[src/rtl/core/sau_pkg.sv]
package sau_pkg;

  localparam int STACK_DEPTH = 64;
  localparam int CNT_W       = $clog2(STACK_DEPTH + 1);

  localparam logic [2:0] OP_PUSH = 3'd0;
  localparam logic [2:0] OP_ADD  = 3'd1;
  localparam logic [2:0] OP_SUB  = 3'd2;
  localparam logic [2:0] OP_MUL  = 3'd3;
  localparam logic [2:0] OP_DIV  = 3'd4;
  localparam logic [2:0] OP_MOD  = 3'd5;

  localparam logic [1:0] ST_OK        = 2'd0;
  localparam logic [1:0] ST_OVERFLOW  = 2'd1;
  localparam logic [1:0] ST_UNDERFLOW = 2'd2;
  localparam logic [1:0] ST_DIVZERO   = 2'd3;

  typedef struct packed {
    logic        [2:0]  op;
    logic signed [31:0] value;
  } in_word_t;

  typedef struct packed {
    logic signed [31:0] top_value;
    logic        [6:0]  depth;
    logic        [1:0]  status;
  } out_word_t;

  typedef enum logic [1:0] {
    S_IDLE,
    S_DIV,
    S_WB
  } state_t;

  typedef enum logic [1:0] {
    CMD_NONE,
    CMD_PUSH,
    CMD_POP
  } cmd_t;

  typedef enum logic [1:0] {
    SH_HOLD,
    SH_DOWN,
    SH_UP
  } shift_t;

endpackage

[src/rtl/core/sau_cell.sv]
// One stack entry; takes the entry above on a push, the entry below on a pop.
module sau_cell (
  input  logic            clk,
  input  sau_pkg::shift_t shift,
  input  logic [31:0]     from_above,
  input  logic [31:0]     from_below,
  output logic [31:0]     val
);

  logic [31:0] val_r;
  logic [31:0] val_nxt;

  always_comb begin
    case (shift)
      sau_pkg::SH_DOWN: val_nxt = from_above;
      sau_pkg::SH_UP:   val_nxt = from_below;
      sau_pkg::SH_HOLD: val_nxt = val_r;
      default:          val_nxt = val_r;
    endcase
  end

  always_ff @(posedge clk) begin
    val_r <= val_nxt;
  end

  assign val = val_r;

endmodule

[config.mk]
export PLATFORM = sky130hd
export DESIGN_NAME = sau_cell
export DESIGN_NICKNAME = d
export VERILOG_FILES = /design/src/rtl/core/sau_pkg.sv /design/src/rtl/core/sau_cell.sv
export SDC_FILE = /design/constraint.sdc
export NUM_CORES = 1
export LEC_CHECK = 0
export CELL_PAD_IN_SITES_DETAIL_PLACEMENT = 1
export CELL_PAD_IN_SITES_GLOBAL_PLACEMENT = 2
export CORE_MARGIN = 5
export CORE_UTILIZATION = 25
export CTS_CLUSTER_SIZE = 24
export DETAILED_ROUTE_END_ITERATION = 8
export DONT_BUFFER_PORTS = 1
export PLACE_DENSITY_LB_ADDON = 0.1
export REMOVE_ABC_BUFFERS = 1
export SLEW_MARGIN = 20
export SYNTH_ARGS = -nofsm -noshare
export SYNTH_HDL_FRONTEND = slang
export SYNTH_SLANG_ARGS = --single-unit
[constraint.sdc]
create_clock -name clk -period 1.8 [get_ports clk]
set_input_delay 0.09 -clock clk [delete_from_list [all_inputs] [get_ports clk]]
set_output_delay 0.09 -clock clk [all_outputs]
set_load 0.05 [all_outputs]
### Word-level counts from Yosys, hierarchy flattened

Cells that the tools add are included.

* flip-flop bits (word level): 32
* input bits: 67
* output and inout port bits: 32
* logic and storage cells: 5

* eq/ne operators: 2
* multiplexer cells: 1
* reduce and logical (&&, ||, !) cells: 1

Operator list (count)
* $pmux 32 s2: 1
* $eq 2x1->1 const B: 1
* $eq 2x2->1 const B: 1
* $reduce_bool 2->1: 1

### Depth between registers and ports, before layout

Gate-level depths: netlist of the first run.

* depth after elaboration: 2
* mapped depth: 5
* mapped depth without buffers: 3

### Least setup slack after synthesis of the first run

No wires, ideal clock.

* path type: input port to flip-flop
* start point: input port shift[0]
* end point: register val_r[0], in the netlist val[0] (enable)
* setup time: 0.387 ns
* data arrival time: 1.028 ns
* data required time: 1.413 ns
* setup slack: 0.385 ns
* stages on the path: 3
* path buffers: 0
* path through: inv_1 ha_1 inv_1

* word-level cells in the longest chain between the ends: 2
* elaborated cells on any way between the ends: 3
* classes of those cells: eq/ne: 2; reduce/logical: 1

RTL lines
* from (decl): line sau_cell.sv:4 `input sau_pkg::shift_t shift,`
* $eq 2x2->1 / $eq 2x1->1 (equally long branches): line sau_cell.sv:14 `case (shift)`
* $reduce_bool 2->1 (no line) (*)
* to (signal assigned): line sau_cell.sv:23 `val_r <= val_nxt;`
* to (decl): line sau_cell.sv:10 `logic [31:0] val_r;`

Mark *: on every way between the ends. The rest lies on a longest branch, timed or not.
A chain may end at the register's enable or synchronous reset.

### Worst setup path after layout of the first run

* start point: register val_r[14], in the netlist val[14]
* end point: output port val[14]

RTL lines
* to (decl): line sau_cell.sv:7 `output logic [31:0] val`

No word-level cell between the ends.

==> results of run 1 <==
## metrics by stage
stage | utilization, % | cells | worst slack, ns | total power, mW | area, sq um
2_1_floorplan | - | 67 | -0.242 | 1.51 | 1450
3_3_place_gp | 26.6 | 144 | 0.605 | 1.55 | 1580
3_5_place_dp | 26.6 | 144 | 0.573 | 1.56 | 1580
4_1_cts | 28.0 | 152 | 0.753 | 2.08 | 1660
5_1_grt | 28.0 | 152 | 0.737 | 2.14 | 1660
6_report | 28.0 | 152 | 0.770 | 2.05 | 1660
## worst max-delay path by stage
stage | endpoint | slack, ns | cells past startpoint
3_3_place_gp | val[30] | 0.61 | 4
3_5_place_dp | val[30] | 0.57 | 4
4_1_cts | val[14] | 0.75 | 0
6_report | val[14] | 0.77 | 0
2_1_floorplan | val[30] | -0.24 | 3
5_1_grt | val[14] | 0.74 | 0
## cells in the final DEF, fill, tap and decap left out
cell and count:
buf_4 1, buf_12 1, clkbuf_1 2, mux2_4 30, mux2_2 2, clkinv_1 1, ha_2 1, edfxtp_1 32
clkbuf_8 5, inv_1 2
## power breakdown
group / internal (mW) / switching, mW / leakage, nW
registers: 0.961 / 0.416 / 0.313
logic: 0.0912 / 0.0641 / 0.262
clock network: 0.269 / 0.249 / 0.0399
## cells by family (layout without fill, tap and decap cells)
logic type	after synthesis	count (layout)	share of synthesized area [%]
mux	32	32	31.0
flops	32	32	63.0
buf+inv	6	12	5.17
fa+ha+maj	1	1	0.820
## layer usage
metal | share of wire, % | wire (microns)
met1 | 35 | 1070
met4 | 2.0 | 61
met2 | 54 | 1660
met5 | 0 | 0
met3 | 9.1 | 278
## area by class of cell
type / count / area, sq um / area share (%)
tap: 75 / 93.8 / 5.66
inverter: 2 / 7.51 / 0.453
multi-input combinational: 33 / 488 / 29.4
sequential: 32 / 961 / 58.0
timing repair buffer: 2 / 27.5 / 1.66
clock buffer: 7 / 76.3 / 4.60
clock inverter: 1 / 3.75 / 0.226
==> metrics.md, run 1 <==
| Metric | Value |
|---|---|
| Outcome | `completed` |
| Die area | `7760 sq um` |
| Num rows | `28` |
| Worst Tran Pin Value | `0.499 ns` |
| Met1 Use GR | `7.77%` |
| Initial Util | `25.8%` |
| Hold Crit Endpoint | `val[18]` |
| Final Max Tran Viols | `0` |
| Post-synth EDFFs | `32` |
| Yosys top cell by area | `edfxtp_1` |
| Synthesized instance count | `71` |
| WL/cell | `20.2 microns` |
| Post_cts resized | `0` |
| Final setup viols | `0` |
| Hold Crit Class | `in -> reg` |
| Gr busiest metal | `met2` |
| Vias | `659` |
| Pin count of the biggest net entering global routing | `33` |
| Cts bufs inserted | `5` |
| Max frequency | `0.971 GHz` |
| Die X | `88.1 microns` |
| Netlist cell types | `7` |
| Met2 usage | `12.8%` |
| Count leader, synth | `edfxtp_1` |
| Tmin final | `1.03 ns` |
| Ys flop type | `edfxtp_1` |
| CP startpoint kind | `register` |
| Avg Cell Area, Syn | `21.5 sq um` |
| Post-DRT Antenna Nets | `0` |
| Clock root buffer | `clkbuf_8` |
| Hold violation total from the final report | `0` |
| CTS tree | `built` |
| Antenna cells | `0` |
| Synth cell count leaders | `edfxtp_1 (32), mux2_4 (30), buf_12 (3), inv_1 (2), mux2_2 (2)` |
| Die height | `88.1 microns` |
| Vias in the first global route | `731` |
| Sequential element share of the synthesized area | `63.0%` |
| Avg Vias per Cell | `4.34` |
| Maximum vdd drop | `0.321 mV` |
| Global-route wire length before repair | `4190 microns` |
| Ports | `99` |
| Area Overhead vs Synth | `8.70%` |
| Post-synthesis async set-or-reset flop share | `0%` |
| Rel. slew slack | `66.8%` |
| PortBufs | `0` |
| Final wirelength | `3070 microns` |
| Clk sinks | `32` |
| Post-route DRC | `0` |
| Ranking of synthesized cells by area | `edfxtp_1 (63%), mux2_4 (30%), buf_12 (3.9%), mux2_2 (1.5%), ha_1 (0.82%)` |
| Proportion of netlist area held by the largest area contributor | `63.0%` |
| Crit path launch | `val[14]` |
| Max reg flops | `32` |
| CP Capture Type | `primary output` |
| CP max FO | `1` |
| Max Cap Viol | `0` |
| Core ar. | `5920 sq um` |
| Postcts setup bufs | `0` |
| Maximum buffer depth of the clock tree | `2` |
| Setup CP Type | `reg -> out` |
| Crit path required time | `1.71 ns` |
| Initial antenna violation count | `0` |
| GR Overflow Total | `0` |
| First-pass DRT Iterations | `3` |
| CP Data Arrival Time | `0.94 ns` |
| Fin nets | `144` |
| # hold bufs at CTS | `0` |
| RSZ-0062 raised after global routing | `false` |
| TNS Setup | `0 ns` |
| Tot GR Track Use | `7.66%` |
| Initial DRC count | `34` |
| # H-tree levels | `2` |
| Met3 usage | `3.67%` |
| Leak | `0.615 nW` |
| Hold path start | `from_below[18]` |
| Register clock-pin slew on the reported worst setup and hold paths | `0.07 ns` |
| Hold Path Cell Cnt | `1` |
| Mapped Area | `1530 sq um` |
| Share of cells above drive strength 1 | `51.9%` |
| Final hold slack | `0.0235 ns` |
| Number of fill cells | `631` |
| Period utilization | `57.2%` |
| GPL Wtd Cong | `0.619` |
| Power per cell area | `1240 nW/um^2` |
| Seq cells post-synth | `32` |
| Yosys Warn Count | `0` |
No activity file was read; power rests on OpenSTA's default activity.
==> run 2: changes to the inputs <==
ABC_AREA = 1   (was unset)
clock period = 1 ns   (was 1.8 ns; I/O delays follow)
==> metrics.md, run 2 <==
| Metric | Value |
|---|---|
| DP HPWL | `2720 microns` |
| CP Capture Type | `primary output` |
| Maximum buffer depth of the clock tree | `2 (unchanged)` |
| Seq pwr share | `55.0% (-12 points)` |
| CTS tree | `built` |
| GR Overflow Total | `0 (unchanged)` |
| Ranking of synthesized cells by area | `edfxtp_1 (65%), nand2_1 (22%), nand2_2 (4.2%), clkbuf_8 (2.8%), buf_6 (2.3%)` |
| Vias | `1232 (+87%)` |
| Register clock-pin slew on the reported worst setup and hold paths | `0.06 ns (about the same)` |
| Pin count of the biggest net entering global routing | `33 (unchanged)` |
| Mapped Area | `1470 sq um (-3.4%)` |
| Sw power | `1.44 mW (+97%)` |
| Die height | `86.8 microns (-1.5%)` |
| Placement Setup Slack | `0.00117 ns (-0.572 ns)` |
| Die area | `7530 sq um (-3.1%)` |
| Post-route DRC | `0 (unchanged)` |
| Cts bufs inserted | `5 (unchanged)` |
| Power Total | `3.98 mW (+94%)` |
| Final setup viols | `0 (unchanged)` |
| Outcome | `completed` |
| Ys flop type | `edfxtp_1` |
| Hold Crit Class | `in -> reg` |
| Seq cells post-synth | `32 (unchanged)` |
| Ports | `99 (unchanged)` |
| Vias in the first global route | `1420 (+94%)` |
| RSZ-0062 raised after global routing | `true` |
| CP max FO | `1 (unchanged)` |
| Final wirelength | `4500 microns (+47%)` |
| Clock power share | `23.5% (-1.8 points)` |
| Die X | `86.8 microns (-1.5%)` |
| Commonest non-fill, non-tap cell in the layout | `nand2_1` |
| Yosys top cell by area | `edfxtp_1` |
| PortBufs | `0 (unchanged)` |
| Num rows | `28 (unchanged)` |
| # H-tree levels | `2 (unchanged)` |
| CP startpoint kind | `register` |
| Synthesized instance count | `139 (+96%)` |
| Crit path required time | `0.95 ns (-0.76 ns)` |
| CP Data Arrival Time | `0.92 ns (-0.02 ns)` |
| Antenna cells | `0 (unchanged)` |
| Max reg flops | `32 (unchanged)` |
| Tmin final | `0.972 ns` |
| Power per cell area | `1710 nW/um^2 (+38%)` |
| Clk sinks | `32 (unchanged)` |
| Leak | `1.01 nW (+64%)` |
| Tot GR Track Use | `12.3% (+4.7 points)` |
| Max frequency | `1.03 GHz` |
| Multi-input gate area | `398 sq um (-18%)` |
| Core ar. | `5820 sq um (-1.8%)` |
| Setup CP Type | `reg -> out` |
| Number of fill cells | `645 (+2.2%)` |
| Fin nets | `288 (+100%)` |
| First-pass DRT Iterations | `4 (+1)` |
| Initial antenna violation count | `0 (unchanged)` |
| Period utilization | `97.2%` |
| PnR worst setup slack | `0.0283 ns (-0.741 ns)` |
| Postcts setup bufs | `0 (unchanged)` |
| Rel. slew slack | `68.0% (+1.2 points)` |
| Synth cell count leaders | `nand2_1 (86), edfxtp_1 (32), nand2_2 (10), buf_6 (3), clkbuf_8 (3)` |
| Share of cells above drive strength 1 | `14.9% (-37 points)` |
| Final hold slack | `0.283 ns (+0.259 ns)` |
| Initial DRC count | `45 (+32%)` |
| Post-DRT Antenna Nets | `0 (unchanged)` |
| Max Cap Viol | `0 (unchanged)` |
| Count leader, synth | `nand2_1` |
| Worst Tran Pin Value | `0.480 ns (-0.0184 ns)` |
| Combinational Power Share | `21.5% (+14 points)` |
| Final Max Tran Viols | `0 (unchanged)` |
| Proportion of netlist area held by the largest area contributor | `65.3% (+2.2 points)` |
| Global-route wire length before repair | `7020 microns (+68%)` |
| Maximum vdd drop | `0.679 mV (+110%)` |
| Netlist cell types | `9 (+2)` |
| Avg Cell Area, Syn | `10.6 sq um (-51%)` |
| GPL Wtd Cong | `0.704 (+14%)` |
| Yosys Warn Count | `0 (unchanged)` |
| Storage cell area | `961 sq um (unchanged)` |
| Sequential element share of the synthesized area | `65.3% (+2.2 points)` |
| Switch share | `36.1% (+0.52 points)` |
| Internal | `2.55 mW (+93%)` |
| Avg Vias per Cell | `4.16 (-4.0%)` |
| Post_cts resized | `0 (unchanged)` |
| Area Overhead vs Synth | `58.4%` |
| Initial Util | `25.3% (-0.44 points)` |
| Clock root buffer | `clkbuf_8` |
| WL/cell | `15.2 microns (-25%)` |
| Post-synthesis async set-or-reset flop share | `0% (unchanged)` |
| Post-synth EDFFs | `32 (unchanged)` |
| Hold violation total from the final report | `0 (unchanged)` |
| Commonest non-fill, non-tap cells in the layout | `nand2_1 (86), dlygate4sd3_1 (64), edfxtp_1 (32), buf_4 (16), nand2_2 (10)` |
[run 2: worst paths after layout]
check	start	end	slack (ns)	cells past startpoint
worst max-delay path	val[19]	val[19]	0.03	0
worst min-delay path	shift[1]	val[27]	0.28	3
[run 2: kinds of logic after synthesis]
group | share of synthesized area [%]
flip-flops | 65.3
adder cells (fa/ha/maj) | 0.849
buffers and inverters | 7.73
AND/OR/NAND/NOR | 26.2
[run 2: layout make-up]
class	instances	share of cell area (%)
Clock buffer	7	3.27
Sequential cell	32	41.2
Tap cell	75	4.02
Inverter	3	0.805
Clock inverter	1	0.161
Multi-Input combinational cell	97	17.1
Timing Repair Buffer	81	33.5
[run 2: metrics by stage]
| stage | cell area [sq um] | TNS [ns] | instances | util (%) |
|---|---|---|---|---|
| after floorplan | 1380 | -24.92 | 132 | - |
| after global placement | 1610 | 0 | 224 | 27.7 |
| after detailed placement | 1610 | 0 | 224 | 27.7 |
| after CTS | 2330 | 0 | 296 | 40.1 |
| after global routing | 2330 | -0.00159 | 296 | 40.1 |
| final | 2330 | 0 | 296 | 40.1 |
[run 2: timing repair]
action / CTS / global route
setup endpoints to repair: 0 / 2
hold buffers: 64 / 0
hold endpoints to repair: 32 / 0
[run 2: layer usage]
| metal | up-vias | track usage (%) | share of wire (%) |
|---|---|---|---|
| li1 | 603 | - | - |
| met1 | 567 | 12.7 | 37 |
| met2 | 58 | 23.4 | 55 |
| met3 | 4 | 3.99 | 7.0 |
| met4 | 0 | 3.82 | 0.93 |
| met5 | - | 0 | 0 |
[run 2: power groups by stage]
stage | clock (mW) | sequential (mW) | combinational [mW]
2_1_floorplan | 0 | 2.48 | 0.165
3_3_place_gp | 0 | 2.22 | 0.651
3_5_place_dp | 0 | 2.22 | 0.662
4_1_cts | 0.979 | 2.20 | 0.866
5_1_grt | 1.04 | 2.21 | 0.925
6_report | 0.935 | 2.19 | 0.858
==> run 3: changes to the inputs <==
clock period = 1.1 ns   (was 1 ns; I/O delays follow)
==> metrics.md, run 3 (synthesized netlist as in run 2, its figures left out) <==
| Metric | Value |
|---|---|
| Initial Util | `25.3% (unchanged)` |
| GPL Wtd Cong | `0.686 (-2.6%)` |
| CTS tree | `built` |
| Hold violation total from the final report | `0 (unchanged)` |
| Leak | `0.961 nW (-4.8%)` |
| Max Cap Viol | `0 (unchanged)` |
| RSZ-0062 raised after global routing | `false` |
| Tmin final | `0.988 ns` |
| Vias | `1195 (-3.0%)` |
| Combinational Power Share | `13.4% (-8.1 points)` |
| Hold Crit Class | `in -> reg` |
| Final Max Tran Viols | `0 (unchanged)` |
| Hold path start | `shift[1]` |
| DP HPWL | `2850 microns (+4.7%)` |
| First-pass DRT Iterations | `4 (unchanged)` |
| Post-DP Area | `1540 sq um (-4.7%)` |
| Avg Vias per Cell | `4.18 (+0.39%)` |
| Antenna cells | `0 (unchanged)` |
| Period utilization | `89.8%` |
| Final setup viols | `0 (unchanged)` |
| Hold Path Cell Cnt | `3 (unchanged)` |
| Initial antenna violation count | `0 (unchanged)` |
| Setup CP Type | `reg -> out` |
| Area Overhead vs Synth | `53.3%` |
| Seq pwr share | `62.8% (+7.8 points)` |
| Die height | `86.8 microns (unchanged)` |
| Max reg flops | `32 (unchanged)` |
| CP Data Arrival Time | `0.93 ns (about the same)` |
| CP Capture Type | `primary output` |
| Vias in the first global route | `1304 (-8.2%)` |
| Ports | `99 (unchanged)` |
| Final hold slack | `0.284 ns (+0.00167 ns)` |
| Switch share | `36.4% (+0.27 points)` |
| Final wirelength | `4360 microns (-3.1%)` |
| Post-DRT Antenna Nets | `0 (unchanged)` |
| Power per cell area | `1570 nW/um^2 (-8.2%)` |
| Clk sinks | `32 (unchanged)` |
| Max frequency | `1.01 GHz` |
| Tot GR Track Use | `11.8% (-0.51 points)` |
| Post-route DRC | `0 (unchanged)` |
| Cts bufs inserted | `5 (unchanged)` |
| Maximum buffer depth of the clock tree | `2 (unchanged)` |
| Fin nets | `278 (-3.5%)` |
| Final Instance Area | `2260 sq um (-3.2%)` |
| Pin count of the biggest net entering global routing | `33 (unchanged)` |
| Outcome | `completed` |
| Commonest non-fill, non-tap cells in the layout | `nand2_1 (86), dlygate4sd3_1 (64), edfxtp_1 (32), nand2_2 (10), buf_4 (6)` |
| Num rows | `28 (unchanged)` |
| Core ar. | `5820 sq um (unchanged)` |
| # H-tree levels | `2 (unchanged)` |
| WL/cell | `15.2 microns (+0.30%)` |
| Sw power | `1.29 mW (-10%)` |
| Global-route wire length before repair | `6520 microns (-7.2%)` |
| Register clock-pin slew on the reported worst setup and hold paths | `0.07 ns (about the same)` |
| Worst Tran Pin Value | `0.494 ns (+0.0136 ns)` |
| GR Overflow Total | `0 (unchanged)` |
| PortBufs | `0 (unchanged)` |
| Number of fill cells | `649 (+0.62%)` |
| Share of cells above drive strength 1 | `10.9% (-4.0 points)` |
| Internal | `2.25 mW (-12%)` |
| Hold Crit Endpoint | `val[1]` |
| Commonest non-fill, non-tap cell in the layout | `nand2_1` |
| Die X | `86.8 microns (unchanged)` |
| Crit path required time | `1.04 ns (+0.09 ns)` |
| Power Total | `3.54 mW (-11%)` |
| Initial DRC count | `16 (-64%)` |
| Maximum vdd drop | `0.486 mV (-28%)` |
| Die area | `7530 sq um (unchanged)` |
| Clock power share | `23.7% (+0.2 points)` |
| CP max FO | `1 (unchanged)` |
| Clock root buffer | `clkbuf_8` |
| Rel. slew slack | `67.1% (-0.90 points)` |
| CP startpoint kind | `register` |
==> run 3: cell count changes in the layout (fill, tap and decap cells not counted) <==
cell	delta
buf_4	-10
==> run 3: layout make-up <==
cell class | instances | area [sq um] | share of cell area (%)
repair buffers | 71 | 706 | 31.3
clock buffers | 7 | 76.3 | 3.38
clock inverters | 1 | 3.75 | 0.166
well taps | 75 | 93.8 | 4.16
multi-input cells | 97 | 398 | 17.6
inverters | 3 | 18.8 | 0.831
flip-flops and latches | 32 | 961 | 42.6
==> run 3: worst max path at each step <==
stage                   from  endpoint  slack, ns  cells past startpoint
floorplan           shift[0]   val[29]      -0.31                      5
global placement    shift[0]   val[17]        0.1                      4
detailed placement  shift[0]   val[21]       0.08                      4
CTS                   val[1]    val[1]       0.09                      0
global route          val[1]    val[1]       0.07                      0
finish               val[23]   val[23]       0.11                      0
==> run 3: routing by layer <==
metal  vias to the layer above  routed length (microns)  track usage [%]
met1                       551                     1560             11.6
li1                        584                        -                -
met2                        55                     2400             22.3
met4                         0                       59             3.82
met5                         -                        0                0
met3                         5                      339             4.75
==> run 3: power groups by stage <==
| stage | Combinational [mW] | Clock (mW) | Sequential, mW |
|---|---|---|---|
| 3_5_place_dp | 0.296 | 0 | 2.26 |
| 4_1_cts | 0.483 | 0.886 | 2.23 |
| 2_1_floorplan | 0.150 | 0 | 2.26 |
| 5_1_grt | 0.527 | 0.958 | 2.24 |
| 3_3_place_gp | 0.279 | 0 | 2.25 |
| 6_report | 0.476 | 0.839 | 2.22 |
==> run 3: what timing repair did <==
| item | 4_1_cts | 5_1_grt |
|---|---|---|
| setup buffers | 0 | 0 |
| endpoints found under the hold margin | 32 | 0 |
| hold buffers | 64 | 0 |
| resized for setup | 0 | 0 |
==> run 3: through the flow <==
stage          setup WS, ns  TNS (ns)  util, %  std cells
2_1_floorplan        -0.312    -18.84        -        132
4_1_cts              0.0921         0     38.8        286
3_3_place_gp         0.0967         0     26.4        214
6_report              0.112         0     38.8        286
3_5_place_dp         0.0772         0     26.4        214
5_1_grt              0.0655         0     38.8        286
