File: config.mk
export PLATFORM = sky130hd
export DESIGN_NAME = sau_divider
export DESIGN_NICKNAME = d
export VERILOG_FILES = /design/src/rtl/core/sau_divider.sv
export SDC_FILE = /design/constraint.sdc
export NUM_CORES = 1
export LEC_CHECK = 0
export BUFFER_PORTS_ARGS = -buffer_cell sky130_fd_sc_hd__clkbuf_2
export CAP_MARGIN = 20
export CORE_AREA = 2 2 170 131
export CTS_BUF_LIST = sky130_fd_sc_hd__clkbuf_2 sky130_fd_sc_hd__clkbuf_4 sky130_fd_sc_hd__clkbuf_8
export CTS_CLUSTER_DIAMETER = 60
export CTS_CLUSTER_SIZE = 12
export DETAILED_ROUTE_END_ITERATION = 16
export DIE_AREA = 0 0 172 133
export GPL_ROUTABILITY_DRIVEN = 0
export GPL_TIMING_DRIVEN = 0
export SLEW_MARGIN = 20
export SYNTH_ARGS = -nofsm -noshare
export SYNTH_HDL_FRONTEND = slang
export SYNTH_SLANG_ARGS = --single-unit
File: constraint.sdc
create_clock -name clk -period 5.8 [get_ports clk]
set_input_delay 1.74 -clock clk [delete_from_list [all_inputs] [get_ports clk]]
set_output_delay 1.74 -clock clk [all_outputs]
set_load 0.03 [all_outputs]
File: src/rtl/core/sau_divider.sv
// Signed radix-2 restoring divider, one quotient bit per cycle on magnitudes.
module sau_divider (
  input  logic        clk,
  input  logic        rst_n,
  input  logic        start,
  input  logic [31:0] dividend,
  input  logic [31:0] divisor,
  output logic        done,
  output logic [31:0] quotient,
  output logic [31:0] remainder
);

  logic [31:0] rem_r, rem_nxt;
  logic [31:0] quo_r, quo_nxt;
  logic [31:0] den_r, den_nxt;
  logic [4:0]  cnt_r, cnt_nxt;
  logic        busy_r, busy_nxt;
  logic        done_r, done_nxt;
  logic        neg_q_r, neg_q_nxt;
  logic        neg_r_r, neg_r_nxt;
  logic [32:0] shifted;
  logic [32:0] diff;

  always_comb begin
    shifted   = {rem_r, quo_r[31]};
    diff      = shifted - {1'b0, den_r};
    rem_nxt   = rem_r;
    quo_nxt   = quo_r;
    den_nxt   = den_r;
    cnt_nxt   = cnt_r;
    busy_nxt  = busy_r;
    done_nxt  = 1'b0;
    neg_q_nxt = neg_q_r;
    neg_r_nxt = neg_r_r;
    if (start) begin
      rem_nxt   = 32'd0;
      quo_nxt   = dividend[31] ? (32'd0 - dividend) : dividend;
      den_nxt   = divisor[31] ? (32'd0 - divisor) : divisor;
      cnt_nxt   = 5'd31;
      busy_nxt  = 1'b1;
      neg_q_nxt = dividend[31] ^ divisor[31];
      neg_r_nxt = dividend[31];
    end else if (busy_r) begin
      if (!diff[32]) begin
        rem_nxt = diff[31:0];
        quo_nxt = {quo_r[30:0], 1'b1};
      end else begin
        rem_nxt = shifted[31:0];
        quo_nxt = {quo_r[30:0], 1'b0};
      end
      cnt_nxt = cnt_r - 5'd1;
      if (cnt_r == 5'd0) begin
        busy_nxt = 1'b0;
        done_nxt = 1'b1;
      end
    end
  end

  always_ff @(posedge clk) begin
    if (!rst_n) begin
      busy_r <= 1'b0;
      done_r <= 1'b0;
    end else begin
      busy_r <= busy_nxt;
      done_r <= done_nxt;
    end
  end

  always_ff @(posedge clk) begin
    rem_r   <= rem_nxt;
    quo_r   <= quo_nxt;
    den_r   <= den_nxt;
    cnt_r   <= cnt_nxt;
    neg_q_r <= neg_q_nxt;
    neg_r_r <= neg_r_nxt;
  end

  assign done      = done_r;
  assign quotient  = neg_q_r ? (32'd0 - quo_r) : quo_r;
  assign remainder = neg_r_r ? (32'd0 - rem_r) : rem_r;

endmodule

[Word level (Yosys, flattened, before mapping)]
Index checks and enable logic that the tools add are counted.
Operators by class
  $add $sub $neg: 6
  mux-type cells: 12
  bitwise operators: 3
  reductions and logical operators: 3
Operators by type and width (number)
  32-bit two-way mux: 6
  1-bit by 32-bit subtractor with 32-bit output, first input constant: 4
  33-bit by 32-bit subtractor with 33-bit output: 1
  31-bit two-way mux: 1
  5-bit zero test: 1
  1-bit two-way mux: 5
  5-bit by 1-bit subtractor with 5-bit output, second input constant: 1
  3-bit OR reduction: 1
  1-bit inverter: 2
  2-bit nonzero test: 1
  1-bit XOR: 1
Storage, ports and cells
  register bits after elaboration: 105
  output and inout bits: 65
  word-level logic and storage cells: 33

[Logic depth before layout (Yosys ltp)]
Gate-level depths: netlist (run 1).
  depth after elaboration: 4
  mapped depth: 13

[Worst setup path after synthesis (run 1)]
No wires, ideal clock.
  path kind: reg-to-output
  start point: register quo_r[4]
  end point: output quotient[28]
  data arrival time: 3178 ps
  required time: 4060 ps
  path slack: 882 ps
  stages on the path, launching flop included: 10
  cells stage by stage: edfxtp_1 -> or3_1 -> nor3_2 -> nand2_1 -> or4_4 -> or4_1 -> nand2b_1 -> or4_4 -> o31ai_4 -> xnor2_1
On the way
  longest elaborated chain between the ends: 2
Ends and longest elaborated chain
  start, declared: RTL line 14  | logic [31:0] quo_r, quo_nxt;
  start signal, assigned: RTL line 71  | quo_r <= quo_nxt;
  1-bit by 32-bit subtractor with 32-bit output: RTL line 79  | assign quotient = neg_q_r ? (32'd0 - quo_r) : quo_r;
  32-bit two-way mux: RTL line 79
  end, declared: RTL line 9  | output logic [31:0] quotient,
Every way passes these cells.

[Worst setup path after layout (run 1)]
  start point: register quo_r[3]
  end point: output quotient[29]
The elaborated chain is that of the path after synthesis.

==> flow_summary.json, run 1 <==
{
  "ys.flop_type": "edfxtp_1",
  "register_area_um2": 2760,
  "grt_pass1_vias": 6934,
  "grt_usage_pct": 21.1,
  "cp_max_fo": 5,
  "clockBufferDepth": 2,
  "syn_nets": 1050,
  "netlist_area_um2": 8340,
  "ys_types": 64,
  "total_power_mw": 2.30,
  "async_reset_ff_share_pct": 0,
  "required_ns": 4.06,
  "dpl.hpwl_um": 18900,
  "io_pins": 132,
  "clock_sinks": 105,
  "synth_edf_count": 66,
  "crit_path_top_delay_cell": "or4_1",
  "initial_core_util_pct": 39.0,
  "die_area_um2": 22900,
  "tightest_slew_ns": 0.918,
  "nFillCells": 2196,
  "setup_viol": 0,
  "overflow": 0,
  "hold_viol": 0,
  "tritoncts": "yes",
  "vias_per_cell": 5.36,
  "cts_made_buffers": 9,
  "max_slew_margin_pct": 38.8,
  "syn2layout_area_growth_pct": 14.7,
  "stdcell_count": 1388,
  "multi_input_area_um2": 5260,
  "path_cells": "or3_1, nor3_2, nand3_1, or4_1, nor4_2, nand2_1, or4_1, o41ai_1, xnor2_1, clkbuf_2",
  "grt_use_met1_pct": 34.0,
  "dieWidth_um": 172,
  "n_antenna_cell": 0,
  "htree_levels": 3,
  "clk_pin_slew_ns": 0.11,
  "wl_per_cell_um": 17.1,
  "root_buffer": "clkbuf_8",
  "final_common_cell": "clkbuf_2",
  "cpMostUsedCell": "or4_1",
  "drv_slew": 0,
  "min_period_ns": 5.59,
  "antenna_found_initial": 0,
  "portBuffers": 131,
  "grt_max_degree": 40,
  "drv_cap": 0,
  "status": "completed",
  "crit_arrival_ns": 3.85,
  "core_area_um2": 21400,
  "cpPeakStageDelay_ns": 0.57,
  "final_area_um2": 9570,
  "fin_crit_sh_pct": 96.4,
  "vdd_drop_max_uv": 90.4,
  "met2_usage_pct": 28.0,
  "syn_inst": 945,
  "die_h_um": 133,
  "crit_path_start_kind": "register",
  "holdBufCountCts": 0,
  "leakagePower_nw": 3.70,
  "ys_seq_area_share_pct": 33.1,
  "drt_iter0_markers": 523,
  "drive_gt1_share_pct": 16.1,
  "drt_wl_total_um": 23800,
  "hold_class": "reg -> reg",
  "fmax_ghz": 0.179,
  "placed_area_um2": 9360,
  "fin_skew_ns": 0.0133,
  "grt_busiest_layer": "met1",
  "dp_cells": 1370,
  "syn_avg_cell_area_um2": 8.82,
  "gr-usage-met3_pct": 4.37,
  "drc": 0,
  "rows": 47,
  "vias": 7446,
  "ant_nets": 0,
  "fin_setup_tns_ns": 0,
  "yosys_warnings": 0,
  "critPathKind": "reg -> out",
  "cp-end-kind": "primary output",
  "final_cell_mix": "129 x clkbuf_2, 111 x xnor2_1, 76 x nand2_1",
  "power_density_nw_per_um2": 241,
  "ys_ff_latch": 105,
  "grt_pass1_wl_um": 37600,
  "dr.pass1.iters": 5,
  "reg2reg_setup_slack_ns": 1.44,
  "fin_nets": 1194,
  "clk_latency_ns": 0.39
}
==> per-layer routing <==
metal | wire (um) | part of all wire, %
met5 | 0 | 0
met4 | 246 | 1.0
met3 | 1670 | 7.0
met2 | 9270 | 39
met1 | 12600 | 53
==> synthesized netlist by cell type (3+ instances only) <==
cell / n / area (um2)
xnor2_1: 111 / 972
nand2_1: 76 / 285
nor2_1: 75 / 282
a21oi_1: 70 / 350
edfxtp_1: 66 / 1980
o21ai_0: 55 / 275
inv_1: 49 / 184
xor2_1: 40 / 350
dfxtp_1: 39 / 781
o31ai_1: 39 / 293
ha_1: 37 / 463
mux2i_1: 31 / 310
clkbuf_1: 28 / 105
a211oi_1: 25 / 188
nor3_1: 17 / 85.1
nand2b_1: 15 / 93.8
o41ai_1: 15 / 131
nand3_1: 14 / 70.1
or4_1: 14 / 105
a21o_1: 12 / 90.1
or3_1: 12 / 75.1
or4_4: 9 / 101
o21bai_1: 7 / 52.6
buf_1: 6 / 22.5
nor4_1: 6 / 37.5
o21a_1: 6 / 45.0
o211ai_1: 5 / 37.5
a31oi_1: 4 / 25.0
and3_1: 4 / 25.0
nand3b_1: 4 / 30.0
nor2b_1: 4 / 25.0
o31a_1: 4 / 35.0
a21boi_0: 3 / 22.5
a22o_1: 3 / 26.3
o22ai_1: 3 / 18.8
==> final cells by class <==
class | count | area share, %
Multi-Input combinational cell | 753 | 54.9
Sequential cell | 105 | 28.9
Timing Repair Buffer | 133 | 7.04
Tap cell | 294 | 3.85
Inverter | 49 | 1.92
Buffer | 38 | 1.60
Clock buffer | 11 | 1.45
Clock inverter | 5 | 0.340
==> flip-flops by register name (all words and copies together), names as in the netlist <==
name / flops
busy_r: 1
den_r: 32
quo_r: 32
neg_r_r: 1
neg_q_r: 1
cnt_r: 5
done: 1
rem_r: 32
==> final timing paths <==
path	start	end	depth (start not counted)
worst min-delay path	cnt_r[4]$_SDFFE_PP1P_	done$_SDFF_PP0_	1
worst max-delay path	quo_r[3]$_DFFE_PP_	quotient[29]	10
worst min register to register	cnt_r[4]$_SDFFE_PP1P_	done$_SDFF_PP0_	1
worst max register to register	den_r[0]$_DFFE_PP_	rem_r[23]$_SDFFE_PP0P_	12
==> repair_timing <==
item | CTS | global route
gates resized for setup | 0 | 6
buffers inserted | 0 | 2
setup endpoints to repair | 0 | 6
==> per-stage QoR <==
step	hold WS, ns	util [%]	worst slack [ns]
after floorplan	0.437	-	0.882
after global placement	0.472	43.7	0.565
after detailed placement	0.472	43.7	0.577
after CTS	0.491	44.5	0.123
after global routing	0.516	44.7	-0.0269
final	0.500	44.7	0.207
==> logic make-up after synthesis <==
| logic type | after synthesis | synth area share (%) |
|---|---|---|
| muxes | 33 | 3.99 |
| AOI/OAI and AO/OA | 266 | 21.0 |
| adders and majority gates | 38 | 5.79 |
| DFF | 105 | 33.1 |
| and+or+nand+nor | 265 | 16.2 |
| buffers and inverters | 87 | 4.04 |
| xor gates and xnor gates | 151 | 15.9 |
==> critical path, delay by kind of cell, from the launching register on <==
family | cells | cell delay (ns)
DFF | 1 | 0.47
xor gates and xnor gates | 1 | 0.19
and+or+nand+nor | 7 | 2.24
buffers and inverters | 1 | 0.24
AOI/OAI and AO/OA | 1 | 0.34
==> report_power, final <==
group | internal [mW] | total, mW | switching [mW]
registers | 0.874 | 0.950 | 0.0755
clock network | 0.165 | 0.434 | 0.269
logic | 0.330 | 0.918 | 0.589
(Power assumes the default switching activity.)
==> inputs of run 2 (changes only) <==
--- a/config.mk
+++ b/config.mk
@@ -7,14 +7,15 @@
 export LEC_CHECK = 0
 export BUFFER_PORTS_ARGS = -buffer_cell sky130_fd_sc_hd__clkbuf_2
 export CAP_MARGIN = 20
-export CORE_AREA = 2 2 170 131
+export CORE_AREA = 2 2 140 108
 export CTS_BUF_LIST = sky130_fd_sc_hd__clkbuf_2 sky130_fd_sc_hd__clkbuf_4 sky130_fd_sc_hd__clkbuf_8
 export CTS_CLUSTER_DIAMETER = 60
 export CTS_CLUSTER_SIZE = 12
 export DETAILED_ROUTE_END_ITERATION = 16
-export DIE_AREA = 0 0 172 133
+export DIE_AREA = 0 0 142 110
 export GPL_ROUTABILITY_DRIVEN = 0
 export GPL_TIMING_DRIVEN = 0
+export PLACE_DENSITY = 0.82
 export SLEW_MARGIN = 20
 export SYNTH_ARGS = -nofsm -noshare
 export SYNTH_HDL_FRONTEND = slang
==> run 2 against run 1 <==
Effect of this change:
- final cell count is 8.1% lower
- core utilization rose by 21 points
- power is 0.98% lower
- clock skew grew 0.0028 ns
- worst setup slack got worse by 0.0062 ns
- highest routed layer unchanged
- count of clock-buffer cells in the layout decreased by 2
- via count increased by 4.1%
- critical endpoint is now quotient[28]
- die area down 32%
==> flow_summary.json, run 2 (synthesis results as in run 1) <==
{
  "vias_per_cell": 6.08,
  "min_from": "cnt_r[4]$_SDFFE_PP1P_",
  "vias": 7750,
  "clockBufferDepth": 2,
  "crit_path_start_kind": "register",
  "holdBufCountCts": 0,
  "r2r-start": "quo_r[31]$_DFFE_PP_",
  "tightest_slew_ns": 0.945,
  "overflow": 0,
  "crit_arrival_ns": 3.86,
  "fin_nets": 1195,
  "fin_crit_sh_pct": 96.5,
  "max_slew_margin_pct": 37.0,
  "clk_latency_ns": 0.39,
  "top_regs": "den_r (32), quo_r (32), rem_r (32)",
  "leakagePower_nw": 3.70,
  "final_common_cell": "clkbuf_2",
  "drv_slew": 0,
  "nFillCells": 1172,
  "clock_sinks": 105,
  "cts_made_buffers": 9,
  "htree_levels": 3,
  "grt_max_degree": 40,
  "tritoncts": "yes",
  "initial_core_util_pct": 58.7,
  "rows": 38,
  "final_area_um2": 9410,
  "antenna_found_initial": 0,
  "worstReg2RegEnd": "rem_r[23]$_SDFFE_PP0P_",
  "cp-end-kind": "primary output",
  "hold_class": "reg -> reg",
  "grt_pass1_wl_um": 35800,
  "placed_area_um2": 9220,
  "die_h_um": 110,
  "clk_pin_slew_ns": 0.10,
  "hold_end": "done$_SDFF_PP0_",
  "grt_usage_pct": 29.2,
  "drc": 0,
  "status": "completed",
  "stdcell_count": 1275,
  "fmax_ghz": 0.179,
  "grt_pass1_vias": 7016,
  "dpl.hpwl_um": 17700,
  "drv_cap": 0,
  "core_area_um2": 14200,
  "wl_per_cell_um": 17.8,
  "dieWidth_um": 142,
  "drt_wl_total_um": 22700,
  "portBuffers": 131,
  "worstHoldPathCells": 1,
  "drt_iter0_markers": 929,
  "n_antenna_cell": 0,
  "ant_nets": 0,
  "required_ns": 4.06,
  "fin_skew_ns": 0.0161,
  "die_area_um2": 15600,
  "power_density_nw_per_um2": 242,
  "fin_setup_tns_ns": 0,
  "vdd_drop_max_uv": 121,
  "syn2layout_area_growth_pct": 12.8,
  "hold_viol": 0,
  "dp_cells": 1256,
  "drive_gt1_share_pct": 15.6,
  "reg2reg_setup_slack_ns": 1.47,
  "setup_viol": 0,
  "io_pins": 132,
  "final_cell_mix": "131 x clkbuf_2, 111 x xnor2_1, 76 x nand2_1",
  "min_period_ns": 5.60,
  "critPathKind": "reg -> out",
  "dr.pass1.iters": 5,
  "r2r_cells": 13,
  "root_buffer": "clkbuf_8",
  "rsz0062_at_grt": "no",
  "cp_max_fo": 5
}
## run 2: cell types whose count changed in the layout (fill, tap and decap cells not counted), sizes merged
cell,before,now
clkinv,3,5
clkinvlp,2,1
clkbuf,169,168
inv,49,50
## run 2: per-layer routing
metal / share of wire [%] / up-vias / track usage (%) / wire length [um]
met5: 0 / - / 0 / 0
met1: 46 / 3576 / 43.5 / 10400
met2: 43 / 386 / 42.8 / 9710
met3: 9.7 / 34 / 6.78 / 2200
met4: 1.6 / 0 / 7.71 / 357
li1: - / 3754 / - / -
## run 2: layout make-up
| class | count | area (um2) | share of cell area, % |
|---|---|---|---|
| tap | 180 | 225 | 2.39 |
| timing repair buffer | 134 | 678 | 7.21 |
| buffer | 38 | 153 | 1.62 |
| clock inverter | 7 | 35.0 | 0.372 |
| inverter | 49 | 184 | 1.96 |
| multi-input combinational | 753 | 5250 | 55.8 |
| clock buffer | 9 | 124 | 1.32 |
| sequential | 105 | 2760 | 29.4 |
## run 2: how the worst max path moves through the flow
stage	cells after the start	start	endpoint	slack [ns]
floorplan	9	quo_r[4]$_DFFE_PP_	quotient[28]	0.88
global placement	10	quo_r[4]$_DFFE_PP_	quotient[28]	0.61
detailed placement	10	quo_r[4]$_DFFE_PP_	quotient[29]	0.58
CTS	10	quo_r[4]$_DFFE_PP_	quotient[29]	0.12
global route	10	quo_r[2]$_DFFE_PP_	quotient[30]	0.02
finish	10	quo_r[2]$_DFFE_PP_	quotient[28]	0.20
## run 2: what timing repair did
item | CTS | global route
gates resized for setup | 0 | 1
endpoints found under the setup margin | 0 | 3
setup buffers | 0 | 3
## run 2: per-stage QoR
step / power (mW) / hold slack [ns] / setup slack (ns) / util, %
after CTS: 2.27 / 0.499 / 0.121 / 66.0
after detailed placement: 1.87 / 0.483 / 0.578 / 64.9
after global placement: 1.85 / 0.472 / 0.609 / 64.9
final: 2.28 / 0.508 / 0.201 / 66.2
after global routing: 2.40 / 0.533 / 0.0167 / 66.2
after floorplan: 1.60 / 0.437 / 0.882 / -
## run 2: power by group
group          internal [mW]  leakage (nW)  switching, mW
clock                  0.151        0.0772          0.256
combinational          0.330          2.65          0.595
sequential             0.874         0.967         0.0730
total                   1.35          3.70          0.924
## run 2: critical path: stages, from the launching register on
cell and delay (ns):
edfxtp_1 0.48, or3_1 0.39, nor3_2 0.15, nand2_1 0.15, or4_4 0.54, or4_1 0.55, nand2b_1 0.20, or4_4 0.46
o31ai_4 0.19, xnor2_1 0.14, clkbuf_2 0.22
==> inputs of run 3 (changes only) <==
==> constraint.sdc (replaced) <==
create_clock -name clk -period 5.8 [get_ports clk]
set_input_delay 0 -clock clk [delete_from_list [all_inputs] [get_ports clk]]
set_output_delay 0 -clock clk [all_outputs]
set_load 0.03 [all_outputs]
==> run 3 against run 2 <==
Effect of this change:
- sequential power about the same
- non-clock buffer count increased by 32
- power is 0.76% higher
- core utilization up 2.3 points
- register-to-register slack worse by 0.02 ns
- worst setup slack gained 1.3 ns
- worst hold slack got worse by 0.48 ns
- global-route usage grew 0.87 points
- clock skew up 0.0014 ns
- critical path depth grew 3
- sequential cell count did not move
- via count grew 1.7%
==> flow_summary.json, run 3 (synthesis results as in run 1) <==
{
  "timing.hold.ws_ns": 0.0247,
  "setup_viol": 0,
  "hold_class": "in -> reg",
  "htree_levels": 3,
  "cts_resized": 0,
  "dr.pass1.iters": 6,
  "final_cell_mix": "131 x clkbuf_2, 111 x xnor2_1, 76 x nand2_1",
  "grt_pass1_vias": 7210,
  "grt_max_degree": 40,
  "rows": 38,
  "worstReg2RegEnd": "rem_r[23]$_SDFFE_PP0P_",
  "drive_gt1_share_pct": 14.8,
  "vias": 7885,
  "fin_setup_tns_ns": 0,
  "die_h_um": 110,
  "vias_per_cell": 6.03,
  "drc": 0,
  "r2r-start": "quo_r[31]$_DFFE_PP_",
  "leakagePower_nw": 3.83,
  "wl_per_cell_um": 17.9,
  "die_area_um2": 15600,
  "fmax_ghz": 0.230,
  "fin_skew_ns": 0.0175,
  "min_period_ns": 4.35,
  "cts_made_buffers": 9,
  "initial_core_util_pct": 58.7,
  "post_cts_buffers": 0,
  "drt_iter0_markers": 982,
  "clock_sinks": 105,
  "final_common_cell": "clkbuf_2",
  "tritoncts": "yes",
  "reg2reg_setup_slack_ns": 1.45,
  "clockBufferDepth": 2,
  "crit_arrival_ns": 4.62,
  "vdd_drop_max_uv": 124,
  "crit_path_start_kind": "register",
  "core_area_um2": 14200,
  "root_buffer": "clkbuf_8",
  "cp_max_fo": 10,
  "worstHoldPathCells": 3,
  "io_pins": 132,
  "syn2layout_area_growth_pct": 16.7,
  "ant_nets": 0,
  "r2r_cells": 13,
  "clk_pin_slew_ns": 0.11,
  "clk_latency_ns": 0.39,
  "max_slew_margin_pct": 36.7,
  "antenna_found_initial": 0,
  "rsz0062_at_grt": "no",
  "grt_pass1_wl_um": 36800,
  "drv_cap": 0,
  "portBuffers": 131,
  "overflow": 0,
  "drv_slew": 0,
  "top_regs": "den_r (32), quo_r (32), rem_r (32)",
  "min_from": "divisor[1]",
  "critPathKind": "reg -> reg",
  "status": "completed",
  "required_ns": 6.07,
  "hold_viol": 0,
  "fin_crit_sh_pct": 75.0,
  "hold_end": "den_r[1]$_DFFE_PP_",
  "grt_usage_pct": 30.1,
  "tightest_slew_ns": 0.949,
  "cp-end-kind": "register",
  "nFillCells": 1131,
  "dpl.hpwl_um": 17700,
  "dieWidth_um": 142,
  "drt_wl_total_um": 23400,
  "n_antenna_cell": 0,
  "fin_nets": 1227,
  "power_density_nw_per_um2": 236
}
run 3: layer usage:
metal,wire [um],share of wire [%],global-route usage [%],vias to the layer above
met5,0,0,0,-
met4,340,1.5,7.93,0
met3,2300,9.8,6.87,30
met2,10200,43,45.2,400
met1,10600,45,44.0,3641
li1,-,-,-,3814
run 3: report_power, final:
part / switching, mW / total, mW / leakage [nW] / internal, mW
Combinational: 0.598 / 0.940 / 2.78 / 0.342
Clock: 0.257 / 0.408 / 0.0772 / 0.151
Sequential: 0.0737 / 0.948 / 0.967 / 0.874
Total: 0.929 / 2.30 / 3.83 / 1.37
run 3: area by class of cell:
type | count | area (um2) | area share, %
multi-input cells | 753 | 5240 | 53.9
inverters | 49 | 184 | 1.89
repair buffers | 166 | 1010 | 10.3
clock inverters | 7 | 35.0 | 0.360
well taps | 180 | 225 | 2.31
clock buffers | 9 | 124 | 1.27
plain buffers | 38 | 153 | 1.57
flip-flops and latches | 105 | 2760 | 28.4
run 3: worst max-delay path: stages (launching register included):
cell and delay, ns:
edfxtp_1 0.44, inv_1 0.09, ha_1 0.23, fa_1 0.41, nand2b_1 0.18, a21oi_1 0.23, nor3_1 0.09, o21bai_1 0.45
nand3_1 0.19, a31oi_1 0.20, xor2_1 0.76, clkbuf_1 0.61, mux2i_1 0.25, o22ai_1 0.09
run 3: repair_timing:
action / CTS / global route
endpoints found under the hold margin: 37 / 0
setup endpoints to repair: 0 / 0
hold buffers: 35 / 0
run 3: metrics by stage:
step | worst slack, ns | utilization, % | power (mW) | area (um2) | cells
final | 1.45 | 68.4 | 2.30 | 9730 | 1307
after global routing | 1.26 | 68.4 | 2.42 | 9730 | 1307
after CTS | 1.56 | 68.4 | 2.29 | 9730 | 1307
after detailed placement | 1.59 | 64.9 | 1.87 | 9220 | 1256
after global placement | 1.62 | 64.9 | 1.85 | 9220 | 1256
after floorplan | 2.48 | - | 1.60 | 8340 | 945
run 3: worst max path at each step:
stage                   startpoint                     end  slack, ns
6_report       quo_r[31]$_DFFE_PP_  rem_r[23]$_SDFFE_PP0P_       1.45
5_1_grt        quo_r[31]$_DFFE_PP_   rem_r[2]$_SDFFE_PP0P_       1.26
4_1_cts        quo_r[31]$_DFFE_PP_   rem_r[2]$_SDFFE_PP0P_       1.56
3_5_place_dp   quo_r[31]$_DFFE_PP_   rem_r[2]$_SDFFE_PP0P_       1.59
3_3_place_gp   quo_r[31]$_DFFE_PP_  rem_r[23]$_SDFFE_PP0P_       1.62
2_1_floorplan  quo_r[31]$_DFFE_PP_  rem_r[23]$_SDFFE_PP0P_       2.48
